--- src/sv/assert_macros.svh ---
// Assertion macros shared by the nearest ray/sphere hit RTL.
// Needs signals named clock and reset in the scope of use.
`ifndef ASSERT_MACROS_SVH
`define ASSERT_MACROS_SVH

// pre holds -> post holds in the same cycle
`define NRSH_ASSERT_IMP(label, pre, post) \
   label: assert property (@(posedge clock) disable iff (reset) (pre) |-> (post)) \
      else $error("nrsh: implication check failed");

// pre holds -> post holds in the next cycle
`define NRSH_ASSERT_NEXT(label, pre, post) \
   label: assert property (@(posedge clock) disable iff (reset) (pre) |=> (post)) \
      else $error("nrsh: next-cycle check failed");

`endif

--- src/sv/nrsh_pkg.sv ---
// Package for the nearest ray/sphere hit block: widths, codes, types.
// No dependencies.
package nrsh_pkg;

   localparam int MaxSpheres = 16;
   localparam int FracBits   = 16;
   localparam int CountW     = 5;
   localparam int SlotW      = 4;
   localparam int CoordW     = 32;
   localparam int DiamW      = 31;
   localparam int TintW      = 24;
   localparam int DistW      = 31;
   localparam int OpW        = 64;
   localparam int ProdW      = 128;
   localparam int SumW       = 72;
   localparam int RootW      = 60;
   localparam int RadW       = 2 * RootW;
   localparam int DigitW     = 16;
   localparam int Digits     = OpW / DigitW;

   localparam logic [DistW-1:0] DistMax = '1;

   localparam logic FUNC_LOAD  = 1'b0;
   localparam logic FUNC_TRACE = 1'b1;

   typedef enum logic [3:0] {
      S_IDLE, S_READ, S_MUL, S_ABC, S_DISC, S_SQRT, S_ROOT, S_DIVST,
      S_DIV, S_DIVDONE, S_CMP, S_NEXT, S_FINAL, S_FRD, S_POST, S_OUT
   } state_type;

   typedef struct packed {
      logic signed [CoordW-1:0] cx;
      logic signed [CoordW-1:0] cy;
      logic signed [CoordW-1:0] cz;
      logic [DiamW-1:0]         diameter;
      logic [TintW-1:0]         tint;
   } entry_type;

   typedef struct packed {
      logic                  start;
      logic signed [OpW-1:0] op_a;
      logic signed [OpW-1:0] op_b;
   } mul_req_type;

   typedef struct packed {
      logic                    done;
      logic signed [ProdW-1:0] prod;
   } mul_rsp_type;

endpackage

--- src/sv/nrsh_mul.sv ---
// Multicycle signed 64x64 multiplier, one 16-bit digit of B per cycle.
// Depends on nrsh_pkg.
module nrsh_mul (
   input  logic                  clock,
   input  logic                  reset,
   input  nrsh_pkg::mul_req_type req,
   output nrsh_pkg::mul_rsp_type rsp
);

   localparam int CntW = (nrsh_pkg::Digits > 1) ? $clog2(nrsh_pkg::Digits) : 1;

   logic [nrsh_pkg::OpW-1:0]   mag_a_ff, mag_a_in, mag_b_ff, mag_b_in;
   logic                       neg_ff, neg_in;
   logic                       busy_ff, busy_in;
   logic                       done_ff, done_in;
   logic [CntW-1:0]            cnt_ff, cnt_in;
   logic [nrsh_pkg::ProdW-1:0] acc_ff, acc_in, acc_sum;
   logic [nrsh_pkg::ProdW-1:0] prod_ff, prod_in;
   logic [nrsh_pkg::OpW+nrsh_pkg::DigitW-1:0] part;

   function automatic logic [nrsh_pkg::OpW-1:0] mag64(input logic signed [nrsh_pkg::OpW-1:0] v);
      mag64 = v[nrsh_pkg::OpW-1] ? (~v + 1'b1) : v;
   endfunction

   assign part = (nrsh_pkg::OpW+nrsh_pkg::DigitW)'(mag_a_ff)
               * (nrsh_pkg::OpW+nrsh_pkg::DigitW)'(mag_b_ff[nrsh_pkg::OpW-1 -: nrsh_pkg::DigitW]);
   assign acc_sum = (acc_ff << nrsh_pkg::DigitW) + nrsh_pkg::ProdW'(part);

   always_comb begin
      mag_a_in = mag_a_ff;
      mag_b_in = mag_b_ff;
      neg_in   = neg_ff;
      busy_in  = busy_ff;
      cnt_in   = cnt_ff;
      acc_in   = acc_ff;
      prod_in  = prod_ff;
      done_in  = 1'b0;
      if (req.start) begin
         mag_a_in = mag64(req.op_a);
         mag_b_in = mag64(req.op_b);
         neg_in   = req.op_a[nrsh_pkg::OpW-1] ^ req.op_b[nrsh_pkg::OpW-1];
         acc_in   = '0;
         cnt_in   = '0;
         busy_in  = 1'b1;
      end else if (busy_ff) begin
         acc_in   = acc_sum;
         mag_b_in = mag_b_ff << nrsh_pkg::DigitW;
         cnt_in   = cnt_ff + 1'b1;
         if (cnt_ff == CntW'(nrsh_pkg::Digits - 1)) begin
            busy_in = 1'b0;
            done_in = 1'b1;
            prod_in = neg_ff ? (~acc_sum + 1'b1) : acc_sum;
         end
      end
   end

   always_ff @(posedge clock) begin
      if (reset) begin
         busy_ff <= 1'b0;
         done_ff <= 1'b0;
      end else begin
         busy_ff <= busy_in;
         done_ff <= done_in;
      end
      mag_a_ff <= mag_a_in;
      mag_b_ff <= mag_b_in;
      neg_ff   <= neg_in;
      cnt_ff   <= cnt_in;
      acc_ff   <= acc_in;
      prod_ff  <= prod_in;
   end

   assign rsp = '{done: done_ff, prod: prod_ff};

endmodule

--- config.mk ---
export PLATFORM = sky130hd
export DESIGN_NAME = nrsh_mul
export DESIGN_NICKNAME = d
export VERILOG_FILES = /design/src/sv/assert_macros.svh /design/src/sv/nrsh_pkg.sv /design/src/sv/nrsh_mul.sv
export SDC_FILE = /design/constraint.sdc
export NUM_CORES = 2
export LEC_CHECK = 0
export BUFFER_PORTS_ARGS = -buffer_cell sky130_fd_sc_hd__buf_2
export CAP_MARGIN = 0
export CORE_AREA = 2 2 438 440
export CTS_CLUSTER_SIZE = 25
export DETAILED_ROUTE_END_ITERATION = 10
export DIE_AREA = 0 0 440 442
export PLACE_DENSITY = 0.41
export SLEW_MARGIN = 20
export SYNTH_ARGS = -nofsm -noshare
export SYNTH_HDL_FRONTEND = slang
export SYNTH_SLANG_ARGS = --single-unit
--- constraint.sdc ---
create_clock -name clock -period 12.3 [get_ports clock]
set_input_delay 1.23 -clock clock [delete_from_list [all_inputs] [get_ports clock]]
set_output_delay 1.23 -clock clock [all_outputs]
set_load 0.02 [all_outputs]
# After elaboration in Yosys (flattened, before gate mapping)
# Index checks and enable logic that the tools add are counted.
# word_totals
latchBits	0
out_inout_bits	129
input_bits	131
register_bits	373
elab_cells	34
rom_bits	0
n_memories	0
ramBits	0
# classes
add_sub_neg	5
order_cmp	0
n_reduce_logical	3
multipliers	1
n_shift	0
div	0
mux	9
bitwise_logic	6
eq_ne	1
# ops
op	n
two-way mux 64 bit	3
adder 128 x 1 -> 128 bit (second input constant)	1
adder 128 x 80 -> 128 bit	1
adder 64 x 1 -> 64 bit (second input constant)	2
two-way mux 128 bit	1
NOT 128 bit	1
NOT 64 bit	2
multiplier 64 x 16 -> 80 bit	1
two-way mux 63 bit	1
two-way mux 1 bit	4
AND reduction 3 bit	1
OR reduction 3 bit	1
adder 2 x 1 -> 2 bit (second input constant)	1
equality test 2 bit (second input constant)	1
NOT 1 bit	2
nonzero test 2 bit	1
bitwise XOR 1 bit	1

# Longest topological paths before layout
# depth
ltp_word	5
depth_mapped	31
depth_no_buf	26

# Worst setup path before layout
# Ideal clock, no wire load.
# synth_path
path_kind	input-to-reg
from	input port req[128] in the netlist's numbering
to	register prod_ff[0] in the netlist's numbering, enable pin
n_path_buf	2
setup_ns	0.771
stages	3
t_arrival_ns	10.374
required_time_ns	11.529
slack_ns	1.155
cell_sequence	clkbuf_1 > clkbuf_1 > nor3_1
# synth_between
elab_chain_len	2
# synth_rtl
element	line	rtl
start, declared	nrsh_mul.sv:6	input nrsh_pkg::mul_req_type req,
NOT 1 bit (no source line)	-	
AND reduction 3 bit (no source line)	-	
end signal, assigned	nrsh_mul.sv:70	prod_ff <= prod_in;
end, declared	nrsh_mul.sv:18	logic [nrsh_pkg::ProdW-1:0] prod_ff, prod_in;
# No other way between the ends.
# A chain may end at the register's enable or synchronous reset.

# Worst setup path in the final report
# layout_path
from	register mag_b_ff[55] in the netlist's numbering
to	register prod_ff[109] in the netlist's numbering, data pin
# layout_between
elab_chain_len	5
# layout_rtl
element	line	rtl
start, declared	nrsh_mul.sv:12	logic [nrsh_pkg::OpW-1:0] mag_a_ff, mag_a_in, mag_b_ff, mag_b_in;
start signal, assigned	nrsh_mul.sv:66	mag_b_ff <= mag_b_in;
multiplier 64 x 16 -> 80 bit *	nrsh_mul.sv:26	* (nrsh_pkg::OpW+nrsh_pkg::DigitW)'(mag_b_ff[nrsh_pkg::OpW-1 -: nrsh_pkg::DigitW]);
adder 128 x 80 -> 128 bit *	nrsh_mul.sv:27	assign acc_sum = (acc_ff << nrsh_pkg::DigitW) + nrsh_pkg::ProdW'(part);
NOT 128 bit	nrsh_mul.sv:52	prod_in = neg_ff ? (~acc_sum + 1'b1) : acc_sum;
adder 128 x 1 -> 128 bit	nrsh_mul.sv:52	
two-way mux 128 bit *	nrsh_mul.sv:52	
# Every way passes the cells marked *; elsewhere a longest branch is shown, timed or not.

==> results.toml <==
[cts]
clock_latency_ps = 720
post_cts_buffers = 0
cts-buffers-inserted = 54
cts.sinks = 373
hold_buffers = 0
cts_root_buf = "clkbuf_16"
path_clk_slew_ps = 60
htree_levels = 2
clock_path_buffers = 3
cts.repair.resized = 0
cts_tree = "yes"

[logic_synthesis]
ys_types = 100
synthTopCellsByCount = "inv_1 (1,100), nand2_1 (953), fa_1 (930), and2_1 (411), nor2_1 (356)"
avgSynthCellArea_um2 = 8.77
ys_ff_latch = 373
synth-seq-area-share = 0.177
yosysMostFrequentCell = "inv_1"
synthesis.instances = 6470
ys_warn_count = 0
async_flop_share = 0
synth.top_cell.area_share = 0.328
synth_top_area_cell = "fa_1"
synth_area_um2 = 56700
synth_nets = 7703
synthFlopType = "edfxtp_1"
synth-edff-count = 257
synthTopCellsByArea = "fa_1 (33%), edfxtp_1 (14%), inv_1 (7.3%), nand2_1 (6.3%), and2_1 (4.5%)"

[critical_path]
rr_worst_depth = 25
crit_required_ps = 12740
crit_fanout = 29
critPathLaunch = "mag_b_ff[55]$_DFFE_PP_"
worst_setup_path_start_kind = "register"
endpoint_kind = "register"
rrSetupSlack_ps = 1090
critPathKind = "register to register"
reg2reg_to = "prod_ff[109]$_DFFE_PP_"
r2r-start = "mag_b_ff[55]$_DFFE_PP_"
critPathArrivalTime_ps = 11660

[final_layout]
final_area_um2 = 62600
area_delta_synth_final_pct = 10.3
layout.cells.non_filler = 9098
layout-drive-gt1-share = 0.0757
fin_nets = 7767

[detailed_routing]
drt-pass1-iter-count = 6
routedWlPerCell_um = 24.6
drtAntennaViolNets = 0
wirelength_um = 224000
drc_errors = 0
viasPerCell = 5.13
via_count = 46700
drt_iter0_markers = 3432

[grt]
grt_pass1_wl_um = 337000
antenna_found_initial = 10
grt_max_degree = 136
grt_overflow = 0
grt_pass1_vias = 48500
track_usage = 0.232

[timing]
post-route-min-period_ps = 11210
relSlewSlack = 0.235
fmax_ghz = 0.0892
setup_tns_ps = 0
worstMarginPinSlew_ps = 1150
skew_ps = 51.9
rsz0062_at_grt = "no"
hold_violations = 0
finalMaxSlewViolations = 0
fin_crit_sh = 0.912
setup_viol = 0

[status]
status = "completed"

[placement]
dpl.cell_count = 8989
gp_congestion = 0.974
numPortBuffers = 259
postPlaceCellArea_um2 = 60700
place_hpwl_um = 179000

[hold_path]
whs_endpoint = "acc_ff[54]$_SDFFE_PP0P_"
hold_class = "register to register"
min_from = "acc_ff[54]$_SDFFE_PP0P_"
hold_path_depth = 2

[floorplanning]
core_area_um2 = 190000
die_h_um = 442
row_count = 160
start_util = 0.299
pin_count = 260
dieArea_um2 = 194000
die_x_um = 440

[job]
drv_cap = 0
-- cells by family (layout without fill, tap and decap cells) --
family	count (synthesis)	after routing	synth area share
simple gates	2273	2273	0.195
buf+inv	1440	1550	0.0959
fa+ha+maj	1102	1102	0.366
compound gates	859	859	0.0989
flops	373	373	0.177
xor+xnor	326	326	0.0503
mux	97	97	0.0171
other cells	0	7	0
-- stage by stage --
| stage | worst slack [ps] | util | hold slack [ps] |
|---|---|---|---|
| floorplan | 1150 | - | 450 |
| global route | 740 | 0.330 | 508 |
| finish | 1090 | 0.330 | 475 |
| global placement | 922 | 0.320 | 471 |
| detailed placement | 1220 | 0.320 | 474 |
| CTS | 1150 | 0.330 | 483 |
-- registers in the layout (all words and copies together) (netlist names) --
register / cells
prod_ff: 128
acc_ff: 112
mag_a_ff: 64
mag_b_ff: 64
cnt_ff: 2
busy_ff: 1
done_ff: 1
neg_ff: 1
-- per-layer routing --
layer | vias up | global-route usage | part of all wire
met2 | 1348 | 0.355 | 0.44
met3 | 237 | 0.0280 | 0.049
met5 | - | 0 | 0.00020
li1 | 20800 | - | -
met4 | 6 | 0.0650 | 0.031
met1 | 24300 | 0.341 | 0.48
-- worst max-delay path by stage --
stage / endpoint / slack (ps) / cells past startpoint
2_1_floorplan: prod_ff[0]$_DFFE_PP_ / 1150 / 3
3_3_place_gp: prod_ff[109]$_DFFE_PP_ / 920 / 24
3_5_place_dp: prod_ff[109]$_DFFE_PP_ / 1220 / 25
4_1_cts: prod_ff[109]$_DFFE_PP_ / 1150 / 25
5_1_grt: prod_ff[109]$_DFFE_PP_ / 740 / 25
6_report: prod_ff[109]$_DFFE_PP_ / 1090 / 25
-- final cells by class --
type	instances	area, µm²
Antenna cell	7	17.5
Fill cell	20000	127000
Multi-Input combinational cell	4657	41300
Inverter	1102	4140
Sequential cell	373	10000
Timing Repair Buffer	346	2080
Clock inverter	27	302
Clock buffer	75	1570
Tap cell	2511	3140
-- critical path, cell delays in order (launching register included) --
cell and delay (ps):
edfxtp_1 680, buf_4 460, buf_4 480, nand2_1 130, fa_1 510, inv_1 50
fa_1 510, fa_1 450, fa_1 530, fa_1 620, inv_1 80, fa_1 540
inv_1 40, ha_1 590, nand4_1 460, nor3_1 470, nand3_1 220, a311oi_1 730
nor3_1 230, xnor2_1 360, a211oi_1 420, nand4_1 470, nor4_2 540, nand3_1 480
o31ai_1 630, xor2_1 120
-- placed cells by master, fill, tap and decap left out, types with 35 or more instances in the layout --
| cell type | count |
|---|---|
| dfxtp_1 | 115 |
| o21ai_0 | 178 |
| nand4_1 | 106 |
| and2_1 | 411 |
| clkbuf_16 | 56 |
| nand3_1 | 94 |
| or4_1 | 35 |
| ha_1 | 172 |
| inv_1 | 1100 |
| or3_1 | 52 |
| xor2_1 | 110 |
| buf_2 | 259 |
| mux2i_1 | 96 |
| a211oi_1 | 53 |
| a21oi_1 | 236 |
| o31ai_1 | 100 |
| nand2_1 | 953 |
| edfxtp_1 | 257 |
| xnor2_1 | 215 |
| nor3_1 | 78 |
| fa_1 | 930 |
| nor2_1 | 356 |
| buf_4 | 76 |
Power is left out: the tool's default activity adds up to more than one toggle a clock period on the data nets, which glitch-free logic cannot reach.
