[src/sv/assert_macros.svh]
// Assertion macros shared by the nearest ray/sphere hit RTL.
// Needs signals named clock and reset in the scope of use.
`ifndef ASSERT_MACROS_SVH
`define ASSERT_MACROS_SVH

// pre holds -> post holds in the same cycle
`define NRSH_ASSERT_IMP(label, pre, post) \
   label: assert property (@(posedge clock) disable iff (reset) (pre) |-> (post)) \
      else $error("nrsh: implication check failed");

// pre holds -> post holds in the next cycle
`define NRSH_ASSERT_NEXT(label, pre, post) \
   label: assert property (@(posedge clock) disable iff (reset) (pre) |=> (post)) \
      else $error("nrsh: next-cycle check failed");

`endif

[src/sv/nrsh_ram.sv]
// Generic single-port-write, registered-read RAM.
// No dependencies.
module nrsh_ram #(
   parameter int WIDTH  = 8,
   parameter int DEPTH  = 16,
   parameter int ADDR_W = (DEPTH > 1) ? $clog2(DEPTH) : 1
) (
   input  logic              clock,
   input  logic              wr_en,
   input  logic [ADDR_W-1:0] wr_addr,
   input  logic [WIDTH-1:0]  wr_data,
   input  logic [ADDR_W-1:0] rd_addr,
   output logic [WIDTH-1:0]  rd_data
);

   logic [WIDTH-1:0] mem_ff [DEPTH];
   logic [WIDTH-1:0] rd_data_ff;

   always_ff @(posedge clock) begin
      if (wr_en) begin
         mem_ff[wr_addr] <= wr_data;
      end
      rd_data_ff <= mem_ff[rd_addr];
   end

   assign rd_data = rd_data_ff;

endmodule

[config.mk]
export PLATFORM = sky130hd
export DESIGN_NAME = nrsh_ram
export DESIGN_NICKNAME = d
export VERILOG_FILES = /design/src/sv/assert_macros.svh /design/src/sv/nrsh_ram.sv
export SDC_FILE = /design/constraint.sdc
export NUM_CORES = 1
export LEC_CHECK = 0
export BUFFER_PORTS_ARGS = -buffer_cell sky130_fd_sc_hd__buf_2
export CAP_MARGIN = 40
export CORE_MARGIN = 10
export CORE_UTILIZATION = 54
export CTS_CLUSTER_SIZE = 30
export DETAILED_ROUTE_END_ITERATION = 12
export MAX_ROUTING_LAYER = met4
export PLACE_DENSITY_LB_ADDON = 0.25
export SYNTH_ARGS = -nofsm -noshare
export SYNTH_HDL_FRONTEND = slang
export SYNTH_SLANG_ARGS = --single-unit
[constraint.sdc]
create_clock -name clock -period 1.65 [get_ports clock]
set_input_delay 0.0825 -clock clock [delete_from_list [all_inputs] [get_ports clock]]
set_output_delay 0.0825 -clock clock [all_outputs]
set_load 0.03 [all_outputs]
; ---- After elaboration in Yosys (flattened, before gate mapping)
; Memory sizes are Yosys's and may differ from the RTL's. A register that Yosys moved wholly into a read port is not among the register bits.
; Cells that the tools add are included.
[classes]
add_sub_neg = 0
n_mul = 0
div = 0
magnitude_cmp = 0
eq_ne = 0
shift = 0
mux = 2
bitwise = 0
n_reduce_logical = 0
[ops]
columns = operator, n
row1 = two-way mux 1 bit, 2
[totals]
regBits = 0
latch_bits = 0
ram_bits = 128
romBits = 0
in_bits = 18
output_inout_bits = 8
wordCells = 3
n_memories = 1
[memory_table]
columns = memory, words, word_bits, rd, rd_clocked_by_memory_dff, wr, line
row1 = mem_ff, 16, 8, 1, 1, 1, nrsh_ram.sv:16  ; logic [WIDTH-1:0] mem_ff [DEPTH];

; ---- Longest topological paths before layout
; Gate-level depths: netlist of run 1.
[depth]
depth_word = 2
depth_mapped = 5
ltp_nobuf = 3

; ---- Worst setup path after synthesis of run 1
; Ideal clock, no wire load.
[synth_timing]
path_type = input -> register
startpoint = in wr_addr[2]
endpoint = mem mem_ff[0][0], enable pin
setup_ns = 0.383
arrival_ns = 1.192
t_required_ns = 1.267
path_slack_ns = 0.075
stages = 2
path_buffers = 0
path_cell_list = or3b_2 nor3_1
[synth_lines]
columns = item, line
row1 = start: declaration, nrsh_ram.sv:10  ; input logic [ADDR_W-1:0] wr_addr,
row2 = end: declaration, nrsh_ram.sv:16
; No word-level cell before the write port.

==> results of run 1 <==
==> sequential cells by signal, indices dropped and copies added, names as in the netlist <==
signal / flops
mem_ff: 128
rd_data: 8
==> worst min-delay path, delay by kind of cell <==
kind / cells / cell delay [ns]
and+or+nand+nor: 1 / 0.06
buffers and inverters: 2 / 0.31
==> cell type report <==
class | count | area share, %
sequential | 136 | 64.2
multi-input combinational | 83 | 17.0
clock buffer | 21 | 7.20
timing repair buffer | 58 | 6.70
tap | 129 | 2.59
clock inverter | 11 | 2.37
==> synthesized netlist by cell type (2+ instances only) <==
cell / n
mux4_2: 18
clkdlybuf4s25_2: 3
nand3b_1: 2
dfxtp_1: 8
edfxtp_1: 128
nor2_1: 13
nor3_1: 4
nand2_1: 9
nand2b_1: 2
a22oi_1: 16
mux4_1: 14
buf_2: 3
buf_6: 3
==> cells by family after synthesis <==
kind of cell | count (synthesis)
and+or+nand+nor | 35
muxes | 32
buffers and inverters | 10
DFF | 136
AOI/OAI and AO/OA | 16
==> per-stage QoR <==
stage                     utilization, %  setup WS [ns]
final                               67.5          0.149
after global routing                67.5         0.0878
after CTS                           67.5          0.145
after detailed placement            60.2         0.0549
after global placement              60.2         0.0665
after floorplan                        -         0.0746
==> worst min-delay path by stage <==
stage / depth (start not counted) / end / from
after floorplan: 0 / mem_ff[0][0] / wr_data[0]
after global placement: 1 / mem_ff[2][4] / wr_data[4]
after detailed placement: 1 / mem_ff[2][4] / wr_data[4]
after CTS: 3 / mem_ff[0][4] / wr_addr[0]
after global routing: 3 / mem_ff[0][2] / wr_addr[0]
final: 3 / mem_ff[0][2] / wr_addr[0]
==> report_power, final <==
group          total (mW)  internal, mW  switching (mW)
logic               0.421         0.177           0.244
registers            3.89          3.86          0.0256
clock network        3.73          2.38            1.35
total                8.04          6.42            1.62
==> per-layer routing <==
layer / wire (µm) / vias up / GRT usage [%] / part of all wire (%)
li1: - / 1112 / - / -
met1: 4470 / 1287 / 20.3 / 44
met2: 4960 / 91 / 23.4 / 49
met3: 663 / 6 / 5.66 / 6.5
met4: 85 / 0 / 4.87 / 0.84
met5: 0 / - / - / 0
==> timing repair <==
item,in CTS,in global routing
endpoints found under the hold margin,128,0
hold buffers,8,0
resized for setup,0,0
==> key figures, run 1 <==
Yosys
  • Post-synthesis mux area share: between 10% and 20%
  • Compound-cell area share of the yosys netlist: under 10%
  • Share of synthesized registers carrying an async set or reset: 0%
  • Synth Area per Inst: 22.5 µm²
  • Number of enable flip-flop cells after synthesis: about 130
  • Sequential share of the synthesized area: 77.8%
  • Ys flop type: edfxtp_1
  • XOR/XNOR Fraction of Synth Area: 0%
  • Total number of yosys warnings: 0
  • Area share of the largest cell type after synthesis: around three quarters
  • Syn Std Cell Area: around 5000 µm²
  • Syn nets: approximately 250
  • Post-synth cell types: 19
  • Ranking of synthesized cells by area: edfxtp_1 (75%), mux4_2 (7.9%), mux4_1 (7.1%)
  • Largest family of logic cells by synthesized area: multiplexers
  • Post-synth top area cell: edfxtp_1
  • Post-Synth Adder-Cell Area: 0%
  • Simple-Gate Fraction of Synth Area: 3.18%
  • Post-synthesis cell count: between 200 and 250
  • FF+latch count, synth: between 100 and 150

Power and ir drop
  • Lkg Pwr: around 2.2 nW
  • Design Power: 8.04 mW
  • Peak VDD IR: slightly above 1000 µV
  • PD cells: about 1300 nW/µm²

STA
  • Hold Violations, Final: 0
  • Tmin final: approximately 1.5 ns
  • Worst rel slew slack: between 70 and 80%
  • Fin crit share: 91.0%
  • Achievable frequency: between 0.6 and 0.7 GHz
  • Final Skew: between 0.009 and 0.01 ns
  • Final setup viols: 0
  • Slew @ Worst Pin: 0.418 ns
  • Max Slew Vio Count: 0
  • Worst hold margin: roughly 0.13 ns
  • RSZ-0062 raised after global routing: no
  • Setup TNS: 0 ns

Die
  • Core Box Area: 9240 µm²
  • Die height: approximately 120 µm
  • Die W: ~120 µm
  • Std cell rows: 35
  • Initial Util: between 50% and 60%
  • Die ar.: ~14000 µm²
  • Io pins: 26

Setup path
  • R2R Path Start: mem_ff[1][2]
  • FF-to-FF path depth: 3
  • CP Max Fanout: 1
  • Reg2reg setup slack: between 0.1 and 0.15 ns
  • Crit path launch type: register
  • Req. time, crit path: about 2.0 ns
  • Crit path max-delay family: multiplexers
  • Critical Path Stages: 3
  • Setup crit start: mem_ff[1][2]
  • Largest stage delay on the critical path: approximately 0.55 ns
  • FF-to-FF End: rd_data[2]
  • Setup crit end kind: register
  • CP Class: register to register
  • Crit-path slowest cell: mux4_1
  • CP arrival: around 1.9 ns
  • Crit-path cells: mux4_1 > a22oi_1 > nand2_1
  • Critical Path End: rd_data[2]
  • Buf/Inv on CP: 0

Final layout
  • Synthesis-to-layout area growth: 21.2%
  • Finished Cell Area: a little over 6000 µm²
  • Sequential cell area: between 4000 and 5000 µm²
  • Area of the multi-input gates: between 1000 and 1500 µm²
  • Layout cell share with drive strength beyond 1: approximately a third
  • Non-Filler Instances: about 440
  • Fill cell count: about 600
  • Fin nets: 314
  • Commonest non-fill, non-tap cell in the layout: edfxtp_1
  • Antenna Cells: 0
  • Commonest non-fill, non-tap cells in the layout: edfxtp_1 (128), buf_2 (25), buf_4 (23)

Global routing
  • Gr usage total: about 16%
  • First-pass GRT wire length: 15900 µm
  • Overflow after GRT: 0
  • Vias in the first global route: 2699
  • Largest net degree at the start of global routing: 23
  • Initial antenna violation count: 0

Clocking
  • Skew-Pair Late Insertion Delay: approximately 0.51 ns
  • Maximum clock insertion buffer count: 2
  • CTS tree: yes
  • H-tree levels: 4
  • CTS buffer count: 17
  • Clock sinks: ~140
  • Post-CTS Setup Inserts: 0
  • Root buf cell: clkbuf_8
  • Worst-path clk slew: around 0.06 ns

Drt
  • Drt total wl: 10200 µm
  • Iteration-0 DRC Markers: 292
  • Residual DRC count: 0
  • Pre-antenna DRT Iters: 4
  • Post-route ant nets: 0
  • Vias/cell: around 5.7
  • Average wire per standard cell: around 23 µm
  • Via count: around 2500

Placement
  • Placer Congestion: approximately 0.76
  • Placed insts: between 300 and 400
  • Placed wire-length estimate: 6300 µm
  • Port buffer count: 25
  • Placed Area: around 5600 µm²

Outcome
  • Status: completed

Flow run
  • Maxcap violations: 0

Worst hold path
  • Worst Hold Class: primary input to register
No activity file was read; power rests on OpenSTA's default activity.
==> inputs of run 2 (changes only) <==
BUFFER_PORTS_ARGS = -buffer_cell sky130_fd_sc_hd__buf_4   (was -buffer_cell sky130_fd_sc_hd__buf_2)
==> key figures, run 2 (synthesis gave the netlist of run 1 again) <==
Drt
  • Via count: 2528
  • Drt total wl: between 10000 and 15000 µm
  • Average wire per standard cell: 24.4 µm
  • Iteration-0 DRC Markers: 185
  • Pre-antenna DRT Iters: 5
  • Post-route ant nets: 0
  • Residual DRC count: 0
  • Vias/cell: 5.80

Global routing
  • First-pass GRT wire length: around 16000 µm
  • Vias in the first global route: approximately 2700
  • Overflow after GRT: 0
  • Initial antenna violation count: 0
  • Largest net degree at the start of global routing: 18
  • Gr usage total: about 17%

Final layout
  • Fin nets: 312
  • Commonest non-fill, non-tap cell in the layout: edfxtp_1
  • Layout cell share with drive strength beyond 1: 31.3%
  • Synthesis-to-layout area growth: 22.9%
  • Max reg flops: approximately 130
  • Commonest non-fill, non-tap cells in the layout: edfxtp_1 (128), buf_4 (45), mux4_2 (18)
  • Final core occ: around two thirds
  • Antenna Cells: 0
  • Biggest register: mem_ff

Power and ir drop
  • Design Power: just over 8 mW
  • Peak VDD IR: between 800 and 900 µV
  • PD cells: about 1300 nW/µm²
  • Lkg Pwr: 2.19 nW

Clocking
  • Root buf cell: clkbuf_8
  • CTS tree: yes
  • Post-CTS Setup Inserts: 0
  • Clock sinks: 136
  • Worst-path clk slew: 0.06 ns
  • Maximum clock insertion buffer count: 2
  • H-tree levels: 4
  • CTS buffer count: 17
  • Skew-Pair Late Insertion Delay: approximately 0.52 ns

STA
  • RSZ-0062 raised after global routing: no
  • Worst hold margin: 0.0893 ns
  • Slew @ Worst Pin: about 0.41 ns
  • Fin crit share: 85.6%
  • Final setup viols: 0
  • Worst rel slew slack: around 72%
  • Achievable frequency: roughly 0.71 GHz
  • Hold Violations, Final: 0
  • Max Slew Vio Count: 0
  • Tmin final: about 1.4 ns
  • Setup TNS: 0 ns
  • Final WS setup: roughly 0.24 ns
  • Final Skew: roughly 0.0063 ns

Placement
  • Port buffer count: 25
  • Placer Congestion: 0.752
  • Placed wire-length estimate: 6280 µm
  • Pre-CTS setup slack: 0.172 ns

Outcome
  • Status: completed

Flow run
  • Maxcap violations: 0

Setup path
  • CP Class: register to register
  • Crit path launch type: register
  • Setup crit end kind: register
  • CP Max Fanout: 1
  • CP arrival: between 1.5 and 2 ns
  • Req. time, crit path: between 2 and 2.5 ns

Die
  • Die W: 118 µm
  • Core Box Area: 9240 µm²
  • Die ar.: roughly 14000 µm²
  • Initial Util: between 50 and 60%
  • Io pins: 26
  • Die height: around 120 µm
  • Std cell rows: 35

Worst hold path
  • Worst Hold Class: primary input to register
run 2: per-layer routing:
| metal | vias to the layer above | share of wire (%) | GRT usage [%] |
|---|---|---|---|
| met5 | - | 0 | - |
| li1 | 1104 | - | - |
| met1 | 1303 | 41 | 20.2 |
| met3 | 17 | 5.5 | 4.36 |
| met2 | 104 | 52 | 26.5 |
| met4 | 0 | 1.6 | 5.56 |
run 2: critical path, stage by stage (launching register included):
cell and delay [ns]:
edfxtp_1 0.42, mux4_1 0.57, a22oi_1 0.22, nand2_1 0.08
run 2: through the flow:
step / cells / cell area, µm²
final: 436 / 6320
after global routing: 436 / 6320
after CTS: 436 / 6320
after detailed placement: 396 / 5620
after global placement: 396 / 5620
after floorplan: 229 / 5150
run 2: power breakdown:
part	internal (mW)	switching, mW
Clock	2.60	1.35
Sequential	3.86	0.0275
Combinational	0.203	0.252
run 2: what timing repair did:
item                                    4_1_cts  5_1_grt
hold buffers                                  8        0
hold endpoints to repair                    128        0
gates resized for setup                       0        0
endpoints found under the setup margin        0        0
run 2: layout make-up:
class	count	area, µm²
sequential	136	4000
timing repair buffer	56	478
clock inverter	13	203
clock buffer	19	422
fill	571	2920
multi-input combinational	83	1060
tap	129	161
run 2: final timing paths:
kind	slack (ns)	endpoint	start	depth (start not counted)
hold reg to reg	0.67	rd_data[3]	mem_ff[11][3]	3
setup / recovery	0.24	rd_data[5]	mem_ff[1][5]	3
hold / removal	0.09	mem_ff[0][6]	wr_addr[0]	3
setup reg to reg	0.24	rd_data[5]	mem_ff[1][5]	3
==> inputs of run 3 (changes only) <==
CORE_MARGIN = 2   (was 10)
==> key figures, run 3 (synthesis gave the netlist of run 1 again) <==
Die
  • Core Box Area: just over 9000 µm²
  • Die height: between 100 and 150 µm
  • Die ar.: ~10000 µm²
  • Std cell rows: 35
  • Io pins: 26
  • Initial Util: between 50% and 60%
  • Die W: 102 µm

Power and ir drop
  • PD cells: 1280 nW/µm²
  • Peak VDD IR: 631 µV
  • Design Power: 8.05 mW
  • Lkg Pwr: 2.17 nW

Clocking
  • Maximum clock insertion buffer count: 2
  • Skew-Pair Late Insertion Delay: about 0.51 ns
  • Post-CTS Setup Inserts: 0
  • Root buf cell: clkbuf_8
  • CTS tree: yes
  • CTS buffer count: 17
  • CTS Hold Bufs: 8
  • H-tree levels: 4
  • Worst-path clk slew: about 0.06 ns
  • Clock sinks: 136
  • Post-CTS sizing: 0

STA
  • Final setup viols: 0
  • Final WS setup: around 0.26 ns
  • Max Slew Vio Count: 0
  • Tmin final: approximately 1.4 ns
  • RSZ-0062 raised after global routing: no
  • Setup TNS: 0 ns
  • Achievable frequency: slightly above 0.7 GHz
  • Slew @ Worst Pin: 0.420 ns
  • Worst rel slew slack: a little under three quarters
  • Fin crit share: 84.0%
  • Final Skew: between 0.006 and 0.007 ns
  • Hold Violations, Final: 0
  • Worst hold margin: a little over 0.09 ns

Placement
  • Placed insts: 396
  • Placed wire-length estimate: 6020 µm
  • Pre-CTS setup slack: about 0.10 ns
  • Placer Congestion: 0.715
  • Port buffer count: 25

Drt
  • Post-route ant nets: 0
  • Iteration-0 DRC Markers: 194
  • Via count: about 2500
  • Residual DRC count: 0
  • Drt total wl: 9550 µm
  • Vias/cell: roughly 5.6
  • Pre-antenna DRT Iters: 4
  • Average wire per standard cell: 21.9 µm

Setup path
  • Crit-path slowest cell: mux4_1
  • Req. time, crit path: ~2.0 ns
  • Setup crit end kind: register
  • Buf/Inv on CP: 0
  • Largest stage delay on the critical path: around 0.50 ns
  • CP Max Fanout: 1
  • Crit path max-delay family: multiplexers
  • CP Class: register to register
  • CP arrival: between 1.5 and 2 ns
  • Crit path launch type: register
  • Crit-path cells: mux4_1 > a22oi_1 > nand2_1

Global routing
  • Overflow after GRT: 0
  • First-pass GRT wire length: around 15000 µm
  • Initial antenna violation count: 0
  • Vias in the first global route: around 2600
  • Gr usage total: between 20% and 30%
  • Largest net degree at the start of global routing: 20

Final layout
  • Biggest register: mem_ff
  • Antenna Cells: 0
  • Synthesis-to-layout area growth: 22.4%
  • Fill cell count: 583
  • Commonest non-fill, non-tap cell in the layout: edfxtp_1
  • Fin nets: ~310
  • Layout cell share with drive strength beyond 1: roughly a third
  • Commonest non-fill, non-tap cells in the layout: edfxtp_1 (128), buf_4 (45), mux4_2 (18)
  • Max reg flops: 128
  • Sequential cell area: between 4000 and 5000 µm²
  • Area of the multi-input gates: between 1000 and 1500 µm²
  • Non-Filler Instances: 436

Flow run
  • Maxcap violations: 0

Worst hold path
  • Worst Hold Class: primary input to register

Outcome
  • Status: completed
run 3: cell count changes in the layout (fill, tap and decap cells not counted), sizes merged:
cell	before	now
bufinv	5	3
clkbuf	19	18
clkinv	7	5
clkinvlp	1	4
inv	0	2
run 3: cell type report:
class,count,share of cell area [%]
sequential,136,63.5
multi-input combinational,83,16.8
timing repair buffer,56,7.58
clock buffer,18,6.79
clock inverter,14,2.76
tap,129,2.56
run 3: report_power, final:
group          internal [mW]  switching [mW]
logic                  0.202           0.245
registers               3.86          0.0244
clock network           2.35            1.37
total                   6.41            1.64
run 3: final timing paths:
kind	from	endpoint	slack [ns]	depth (start not counted)
worst max register to register	mem_ff[2][5]	rd_data[5]	0.26	3
worst min register to register	mem_ff[4][1]	rd_data[1]	0.67	3
worst min-delay path	wr_addr[0]	mem_ff[12][6]	0.09	3
worst max-delay path	mem_ff[2][5]	rd_data[5]	0.26	3
run 3: layer usage:
layer	vias to the layer above	global-route usage (%)	share of wire (%)
li1	1111	-	-
met1	1245	27.7	40
met2	81	32.8	52
met3	14	6.21	6.9
met4	0	8.11	1.2
met5	-	-	0
run 3: metrics by stage:
| step | area [µm²] | utilization (%) |
|---|---|---|
| final | 6300 | 68.2 |
| after global routing | 6300 | 68.2 |
| after CTS | 6300 | 68.2 |
| after detailed placement | 5620 | 60.8 |
| after global placement | 5620 | 60.8 |
| after floorplan | 5150 | - |
run 3: worst register-to-register path, cell delays in order (launching register included):
cell      delay, ns
edfxtp_1       0.38
mux4_1         0.51
a22oi_1        0.25
nand2_1        0.12
